[config.mk]
export PLATFORM = sky130hd
export DESIGN_NAME = uplink_control_resource_collision_flat
export DESIGN_NICKNAME = d
export VERILOG_FILES = /design/src/sv/ucrc_pkg.sv /design/src/sv/ucrc_if.sv /design/src/sv/uplink_control_resource_collision.sv /design/src/flat_wrapper.sv
export SDC_FILE = /design/constraint.sdc
export NUM_CORES = 1
export LEC_CHECK = 0
export BUFFER_PORTS_ARGS = -buffer_cell sky130_fd_sc_hd__buf_2
export CELL_PAD_IN_SITES_DETAIL_PLACEMENT = 0
export CELL_PAD_IN_SITES_GLOBAL_PLACEMENT = 2
export CORE_ASPECT_RATIO = 1.1
export CORE_MARGIN = 2
export CORE_UTILIZATION = 35
export CTS_CLUSTER_DIAMETER = 100
export CTS_CLUSTER_SIZE = 24
export DETAILED_ROUTE_END_ITERATION = 16
export PLACE_DENSITY = 0.74
export SLEW_MARGIN = 20
export SYNTH_ARGS = -nofsm -noshare
export SYNTH_HDL_FRONTEND = slang
export SYNTH_SLANG_ARGS = --single-unit
[constraint.sdc]
create_clock -name clock -period 9.87 [get_ports clock]
set_input_delay 0.4935 -clock clock [delete_from_list [all_inputs] [get_ports clock]]
set_output_delay 0.4935 -clock clock [all_outputs]
set_load 0.05 [all_outputs]
[src/sv/ucrc_pkg.sv]
`timescale 1ns / 1ps

package ucrc_pkg;

   localparam int unsigned ShiftsPerCover = 12;
   localparam int unsigned NumBlocks      = 275;
   localparam int unsigned HopDivisor     = 2;

   localparam logic KIND_STORE   = 1'b0;
   localparam logic KIND_COMPARE = 1'b1;

   localparam logic [2:0] FMT_0 = 3'd0;
   localparam logic [2:0] FMT_1 = 3'd1;
   localparam logic [2:0] FMT_4 = 3'd4;

   typedef struct packed {
      logic       kind;
      logic [2:0] format;
      logic [3:0] sym_start;
      logic [3:0] sym_len;
      logic [8:0] prb_start;
      logic [4:0] prb_len;
      logic       hop_enable;
      logic [8:0] hop_prb_start;
      logic [3:0] cyclic_shift;
      logic [2:0] time_occ;
      logic [1:0] cover_index;
   } req_type;

   typedef struct packed {
      logic collide;
   } rsp_type;

endpackage

[src/sv/ucrc_if.sv]
`timescale 1ns / 1ps

interface ucrc_req_if;
   logic             valid;
   logic             ready;
   ucrc_pkg::req_type payload;

   modport source (output valid, output payload, input ready);
   modport sink (input valid, input payload, output ready);
endinterface

interface ucrc_rsp_if;
   logic             valid;
   logic             ready;
   ucrc_pkg::rsp_type payload;

   modport source (output valid, output payload, input ready);
   modport sink (input valid, input payload, output ready);
endinterface

[src/sv/uplink_control_resource_collision.sv]
// Path: a compare beat passes through the input register and then the result register;
// a store beat gives no result and takes effect before any later compare.
// Throughput: one beat per cycle while results are taken, set by the input and result
// registers; a stalled result holds one beat while the input register still fills.
// Reset (synchronous, active high): empties both registers and clears the kept resource.
`timescale 1ns / 1ps

module uplink_control_resource_collision (
   input  logic              clock,
   input  logic              reset,
   ucrc_req_if.sink          req_chan,
   ucrc_rsp_if.source        rsp_chan
);

   typedef struct packed {
      logic [2:0] format;
      logic [3:0] sym_start;
      logic [3:0] sym_len;
      logic [8:0] prb_start;
      logic [4:0] prb_len;
      logic       hop_enable;
      logic [8:0] hop_prb_start;
      logic [8:0] mux;
   } res_type;

   typedef struct packed {
      logic [4:0] s0;
      logic [4:0] s1;
      logic [9:0] p0;
      logic [9:0] p1;
   } rect_type;

   function automatic logic [8:0] mux_index(input logic [2:0] fmt, input logic [3:0] cs,
                                            input logic [2:0] tocc, input logic [1:0] occ);
      logic [8:0] idx;
      case (fmt)
         ucrc_pkg::FMT_0: idx = 9'(cs);
         ucrc_pkg::FMT_1: idx = 9'(cs) + 9'(tocc) * 9'(ucrc_pkg::ShiftsPerCover);
         ucrc_pkg::FMT_4: idx = 9'(occ);
         default: idx = '0;
      endcase
      return idx;
   endfunction

   function automatic rect_type hop_rect(input res_type r, input logic second);
      rect_type   h;
      logic [4:0] half;
      logic [4:0] stop;
      half = 5'(r.sym_len / ucrc_pkg::HopDivisor);
      stop = 5'(r.sym_start) + 5'(r.sym_len);
      h.p1 = 10'(r.prb_start) + 10'(r.prb_len);
      h.p0 = 10'(r.prb_start);
      if (!r.hop_enable) begin
         h.s0 = 5'(r.sym_start);
         h.s1 = stop;
      end else if (!second) begin
         h.s0 = 5'(r.sym_start);
         h.s1 = 5'(r.sym_start) + half;
      end else begin
         h.s0 = 5'(r.sym_start) + half;
         h.s1 = stop;
         h.p0 = 10'(r.hop_prb_start);
         h.p1 = 10'(r.hop_prb_start) + 10'(r.prb_len);
      end
      return h;
   endfunction

   function automatic logic rect_overlap(input rect_type a, input rect_type b);
      return (a.s0 < b.s1) && (b.s0 < a.s1) && (a.p0 < b.p1) && (b.p0 < a.p1);
   endfunction

   logic              s1_valid_ff, s1_valid_in;
   ucrc_pkg::req_type s1_data_ff;
   res_type           kept_ff;
   logic              out_valid_ff, out_valid_in;
   logic              collide_ff;
   logic              s1_advance;
   res_type           cur;
   rect_type          ha [2];
   rect_type          hb [2];
   logic              any_overlap;
   logic              hops_same;
   logic              collide_in;

   always_comb begin
      cur.format        = s1_data_ff.format;
      cur.sym_start     = s1_data_ff.sym_start;
      cur.sym_len       = s1_data_ff.sym_len;
      cur.prb_start     = s1_data_ff.prb_start;
      cur.prb_len       = s1_data_ff.prb_len;
      cur.hop_enable    = s1_data_ff.hop_enable;
      cur.hop_prb_start = s1_data_ff.hop_prb_start;
      cur.mux           = mux_index(s1_data_ff.format, s1_data_ff.cyclic_shift,
                                    s1_data_ff.time_occ, s1_data_ff.cover_index);
   end

   always_comb begin
      ha[0] = hop_rect(kept_ff, 1'b0);
      ha[1] = hop_rect(kept_ff, 1'b1);
      hb[0] = hop_rect(cur, 1'b0);
      hb[1] = hop_rect(cur, 1'b1);
      any_overlap = rect_overlap(ha[0], hb[0])
                 || (kept_ff.hop_enable && rect_overlap(ha[1], hb[0]))
                 || (cur.hop_enable && rect_overlap(ha[0], hb[1]))
                 || (kept_ff.hop_enable && cur.hop_enable && rect_overlap(ha[1], hb[1]));
      hops_same = (kept_ff.hop_enable == cur.hop_enable) && (ha[0] == hb[0])
               && (!cur.hop_enable || (ha[1] == hb[1]));
      if (!any_overlap) begin
         collide_in = 1'b0;
      end else if ((kept_ff.format != cur.format) || !hops_same) begin
         collide_in = 1'b1;
      end else begin
         collide_in = (kept_ff.mux == cur.mux);
      end
   end

   assign s1_advance = s1_valid_ff
                    && ((s1_data_ff.kind == ucrc_pkg::KIND_STORE) || !out_valid_ff
                        || rsp_chan.ready);
   assign req_chan.ready = !s1_valid_ff || s1_advance;
   assign s1_valid_in = req_chan.valid || (s1_valid_ff && !s1_advance);

   always_comb begin
      out_valid_in = out_valid_ff && !rsp_chan.ready;
      if (s1_advance && (s1_data_ff.kind == ucrc_pkg::KIND_COMPARE)) begin
         out_valid_in = 1'b1;
      end
   end

   always_ff @(posedge clock) begin
      if (reset) begin
         s1_valid_ff  <= 1'b0;
         out_valid_ff <= 1'b0;
         kept_ff      <= '0;
      end else begin
         s1_valid_ff  <= s1_valid_in;
         out_valid_ff <= out_valid_in;
         if (s1_advance && (s1_data_ff.kind == ucrc_pkg::KIND_STORE)) begin
            kept_ff <= cur;
         end
      end
   end

   always_ff @(posedge clock) begin
      if (req_chan.valid && req_chan.ready) begin
         s1_data_ff <= req_chan.payload;
      end
      if (s1_advance && (s1_data_ff.kind == ucrc_pkg::KIND_COMPARE)) begin
         collide_ff <= collide_in;
      end
   end

   assign rsp_chan.valid           = out_valid_ff;
   assign rsp_chan.payload.collide = collide_ff;

endmodule

[src/flat_wrapper.sv]
// flat-port wrapper written by rule: the top's interface ports become plain ports
module uplink_control_resource_collision_flat 
  (clock, reset, req_chan_valid, req_chan_payload, req_chan_ready, rsp_chan_valid, rsp_chan_payload, rsp_chan_ready);
  ucrc_req_if req_chan_i ();
  ucrc_rsp_if rsp_chan_i ();
  input  logic clock;
  input  logic reset;
  input wire logic [$bits(req_chan_i.valid)-1:0] req_chan_valid;
  input wire logic [$bits(req_chan_i.payload)-1:0] req_chan_payload;
  output wire logic [$bits(req_chan_i.ready)-1:0] req_chan_ready;
  output wire logic [$bits(rsp_chan_i.valid)-1:0] rsp_chan_valid;
  output wire logic [$bits(rsp_chan_i.payload)-1:0] rsp_chan_payload;
  input wire logic [$bits(rsp_chan_i.ready)-1:0] rsp_chan_ready;
  assign req_chan_i.valid = req_chan_valid;
  assign req_chan_i.payload = req_chan_payload;
  assign req_chan_ready = req_chan_i.ready;
  assign rsp_chan_valid = rsp_chan_i.valid;
  assign rsp_chan_payload = rsp_chan_i.payload;
  assign rsp_chan_i.ready = rsp_chan_ready;
  uplink_control_resource_collision u_core (.clock(clock), .reset(reset), .req_chan(req_chan_i), .rsp_chan(rsp_chan_i));
endmodule
==> impl_summary.log <==
[metrics] shortest period the worst path allows: approximately 4.4 ns
[metrics] highest cell delay on the worst timing path: 0.50 ns
[metrics] HPWL after detailed placement: between 20,000 and 25,000 um
[metrics] Clock transition at path regs: about 0.08 ns
[metrics] clock latency of the later-clocked register in the worst-skew pair: 0.37 ns
[metrics] leakage power total: ~3.7 nW
[metrics] maximum level of the CTS H-tree: 3
[metrics] Post-CTS Hold Fix Bufs: 0
[metrics] Vert. Die Dim: about 170 um
[metrics] drt first pass iters: 5
[metrics] path type of the worst min-delay path: in -> reg
[metrics] synthesized flop and latch total: between 90 and 100
[metrics] max frequency: 226 MHz
[metrics] VDD IR-drop max: 0.0718 mV
[metrics] wire length after detailed routing: 26,700 um
[metrics] outcome: completed
[metrics] DP Cell Count: roughly 1,300
[metrics] TritonCTS clock tree: built
[metrics] max-cap viol count: 0
[metrics] core box area: ~0.024 sq mm
[metrics] most common cell after layout, fill and taps aside: sky130_fd_sc_hd__nand2_1
[metrics] Area Growth Syn to Fin: 8.59%
[metrics] ant diodes: 0
[metrics] effective utilization at floorplan: roughly 36%
[metrics] vias per cell: 5.44
[metrics] top flip-flop cell by instance count after synthesis: sky130_fd_sc_hd__edfxtp_1
[metrics] critical hold path startpoint: req_chan_payload[12]
[metrics] summed instance area of the synthesized netlist: 0.00853 sq mm
[metrics] worst clock skew: ~0.0085 ns
[metrics] CP Data Required Time: 10.11 ns
[metrics] cells along the critical path: ha_1, inv_1, fa_1, xor2_1, nor2_1, a31oi_1, ha_1, o21ai_0, a21oi_1, o21ai_0, nand2b_1, maj3_1, a21oi_1, nor4bb_1, a221o_1, and4_1, a21oi_2
[metrics] ratio of cells with drive above 1 in the final layout: between 10% and 20%
[metrics] RSZ-0062 raised after global routing: false
[metrics] hold_ws: between 0.2 and 0.3 ns
[metrics] Setup crit start: u_core.kept_ff[24]
[metrics] critical path class: reg -> reg
[metrics] Finished Cell Area: just over 0.009 sq mm
[metrics] sum of negative setup slack: 0 ns
[metrics] Synthesis Warnings: 0
[metrics] Pwr per Cell Area: ~120 mW/mm^2
[metrics] global-route usage over all layers: around a fifth
[metrics] count of nets left with antenna violations after detail routing: 0
[metrics] number of cells upsized or downsized after cts: 0
[metrics] Critical-path top delay cell: sky130_fd_sc_hd__a31oi_1
[metrics] Rows: 59
[metrics] Die Outline Area: approximately 0.026 sq mm
[metrics] fraction of post-synthesis cell area in the top cell type by area: about 16%
[metrics] Crit Path Max Fanout: 6
[metrics] Setup WS pre-CTS: ~5.5 ns
[metrics] global-route wire length before repair: about 41,000 um
[metrics] largest net degree at the start of global routing: 46
[metrics] Synth Area per Inst: 8.83 sq um
[metrics] fraction of registers with async set or reset after synthesis: 0%
[metrics] leading cell types in the layout, fill and taps excluded: 120 x sky130_fd_sc_hd__nand2_1, 101 x sky130_fd_sc_hd__ha_1, 95 x sky130_fd_sc_hd__a21oi_1, 57 x sky130_fd_sc_hd__xnor2_1, 54 x sky130_fd_sc_hd__nor2_1
[metrics] number of cells produced by synthesis: between 900 and 1,000
[metrics] library cells used by synthesis: 86
[metrics] Max Buffers Root-to-Sink: 2
[metrics] iteration-0 DRC count of the detailed router: 418
[metrics] leftover overflow at the end of global routing: 0
[metrics] post-CTS setup buffers: 0
[metrics] total count of max-transition violations in the final report: 0
[metrics] CTS Sinks: between 90 and 100
[metrics] gp weighted congestion: ~0.88
[metrics] library cell used as clock root buffer: sky130_fd_sc_hd__clkbuf_16
[metrics] EDFF count, synth: 46
[metrics] post-route setup slack: 5.45 ns
[metrics] CP Data Arrival Time: ~4.7 ns
[metrics] worst-case headroom to the max-slew limit: around 28%
[metrics] source of the worst register-to-register timing path: u_core.kept_ff[24]
[metrics] Inserted Clock Buffers: 9
[metrics] IO Count: 52
[metrics] final cycle utilization of the critical path: roughly 45%
[metrics] post-detailed-route wirelength per cell: a little over 20 um
[metrics] number of global-route vias before repair: between 6,000 and 7,000
[metrics] via count of the routed design: 7,056
[metrics] Critical Path Sink Type: flop
[metrics] final number of setup-violating endpoints: 0
[metrics] transition time of the tightest slew-check pin: 1.07 ns
[metrics] Post-layout nets: around 1,100
[metrics] final hold violation count: 0
[metrics] Layout Cells excl Fill: roughly 1,300
[metrics] total placed instance area: ~0.009 sq mm
[metrics] DRC viols: 0
[metrics] number of antenna violations at the first check in global routing: 0
[metrics] width of the die: 153 um
[metrics] IO Port Bufs: between 50 and 60
[metrics] register-to-register path setup slack: about 5.4 ns
[metrics] sequential-to-total area share from yosys stat: a little over a quarter
[metrics] post-synth top area cell: sky130_fd_sc_hd__edfxtp_1
[metrics] startpoint type of the worst setup path: flop
[metrics] Area contributors post-synth: sky130_fd_sc_hd__edfxtp_1 16%, sky130_fd_sc_hd__ha_1 15%, sky130_fd_sc_hd__dfxtp_1 11%
[metrics] net count of the mapped netlist: 1,126
[stage by stage]
step                utilization, %  power [W]
global placement              37.5   0.000771
global route                  38.9    0.00120
finish                        38.9    0.00114
CTS                           38.9    0.00115
detailed placement            37.5   0.000770
floorplan                        -   0.000674
[power breakdown]
part	internal [W]	switching, W
combinational	0.000129	0.000189
sequential	0.000415	0.0000296
clock	0.000182	0.000193
total	0.000726	0.000411
[cell families after synthesis]
family          after synthesis  share of synthesized area (%)
compound gates              238                           18.0
xor+xnor                    105                           11.4
fa+ha+maj                   117                           17.9
buf+inv                      93                           5.35
flops                        91                           26.7
mux                          34                           4.28
simple gates                288                           16.4
[routing by layer]
layer / wire (um) / track usage, %
met1: 12700 / 28.7
met2: 12700 / 34.9
met3: 818 / 2.11
met4: 535 / 6.00
met5: 0 / 0
[final timing paths]
path | to | cells after the start
max | u_core.rsp_chan.payload | 17
min | u_core.cur[12] | 1
max reg2reg | u_core.rsp_chan.payload | 17
min reg2reg | u_core.kept_ff[33] | 2
[flip-flops by register name, indices dropped and copies added, names as in the netlist]
register	count
u_core.cur	35
u_core.kept_ff	43
u_core.rsp_chan.payload	1
u_core.rsp_chan.valid	1
u_core.s1_data_ff	10
u_core.s1_valid_ff	1
[critical path: cells and delay by family (launching register included)]
| family | cells | cell delay [ns] |
|---|---|---|
| AO/OA/AOI/OAI | 7 | 1.39 |
| adder cells (fa/ha/maj) | 4 | 1.47 |
| flip-flops | 1 | 0.43 |
| XOR/XNOR | 1 | 0.45 |
| AND/OR/NAND/NOR | 4 | 0.45 |
| buffers and inverters | 1 | 0.08 |
[synth_stat cells, types with 12 or more instances]
| master | count |
|---|---|
| sky130_fd_sc_hd__inv_1 | 46 |
| sky130_fd_sc_hd__o21ai_0 | 36 |
| sky130_fd_sc_hd__clkbuf_1 | 25 |
| sky130_fd_sc_hd__xor2_1 | 44 |
| sky130_fd_sc_hd__edfxtp_1 | 46 |
| sky130_fd_sc_hd__mux2_2 | 14 |
| sky130_fd_sc_hd__a21oi_1 | 95 |
| sky130_fd_sc_hd__a21o_1 | 16 |
| sky130_fd_sc_hd__dfxtp_1 | 45 |
| sky130_fd_sc_hd__nor3_1 | 17 |
| sky130_fd_sc_hd__xnor2_1 | 57 |
| sky130_fd_sc_hd__nand2b_1 | 16 |
| sky130_fd_sc_hd__ha_1 | 101 |
| sky130_fd_sc_hd__mux2i_1 | 18 |
| sky130_fd_sc_hd__nor2b_1 | 13 |
| sky130_fd_sc_hd__nor2_1 | 54 |
| sky130_fd_sc_hd__nand3_1 | 12 |
| sky130_fd_sc_hd__nand2_1 | 120 |
[final cells by class]
type / instances / area (sq um)
clock buffer: 9 / 225
clock inverter: 7 / 91.3
fill: 2415 / 14600
inverter: 48 / 180
multi-input combinational: 782 / 5820
sequential: 91 / 2280
tap: 305 / 382
timing repair buffer: 55 / 285
No activity file was read; power rests on OpenSTA's default activity.
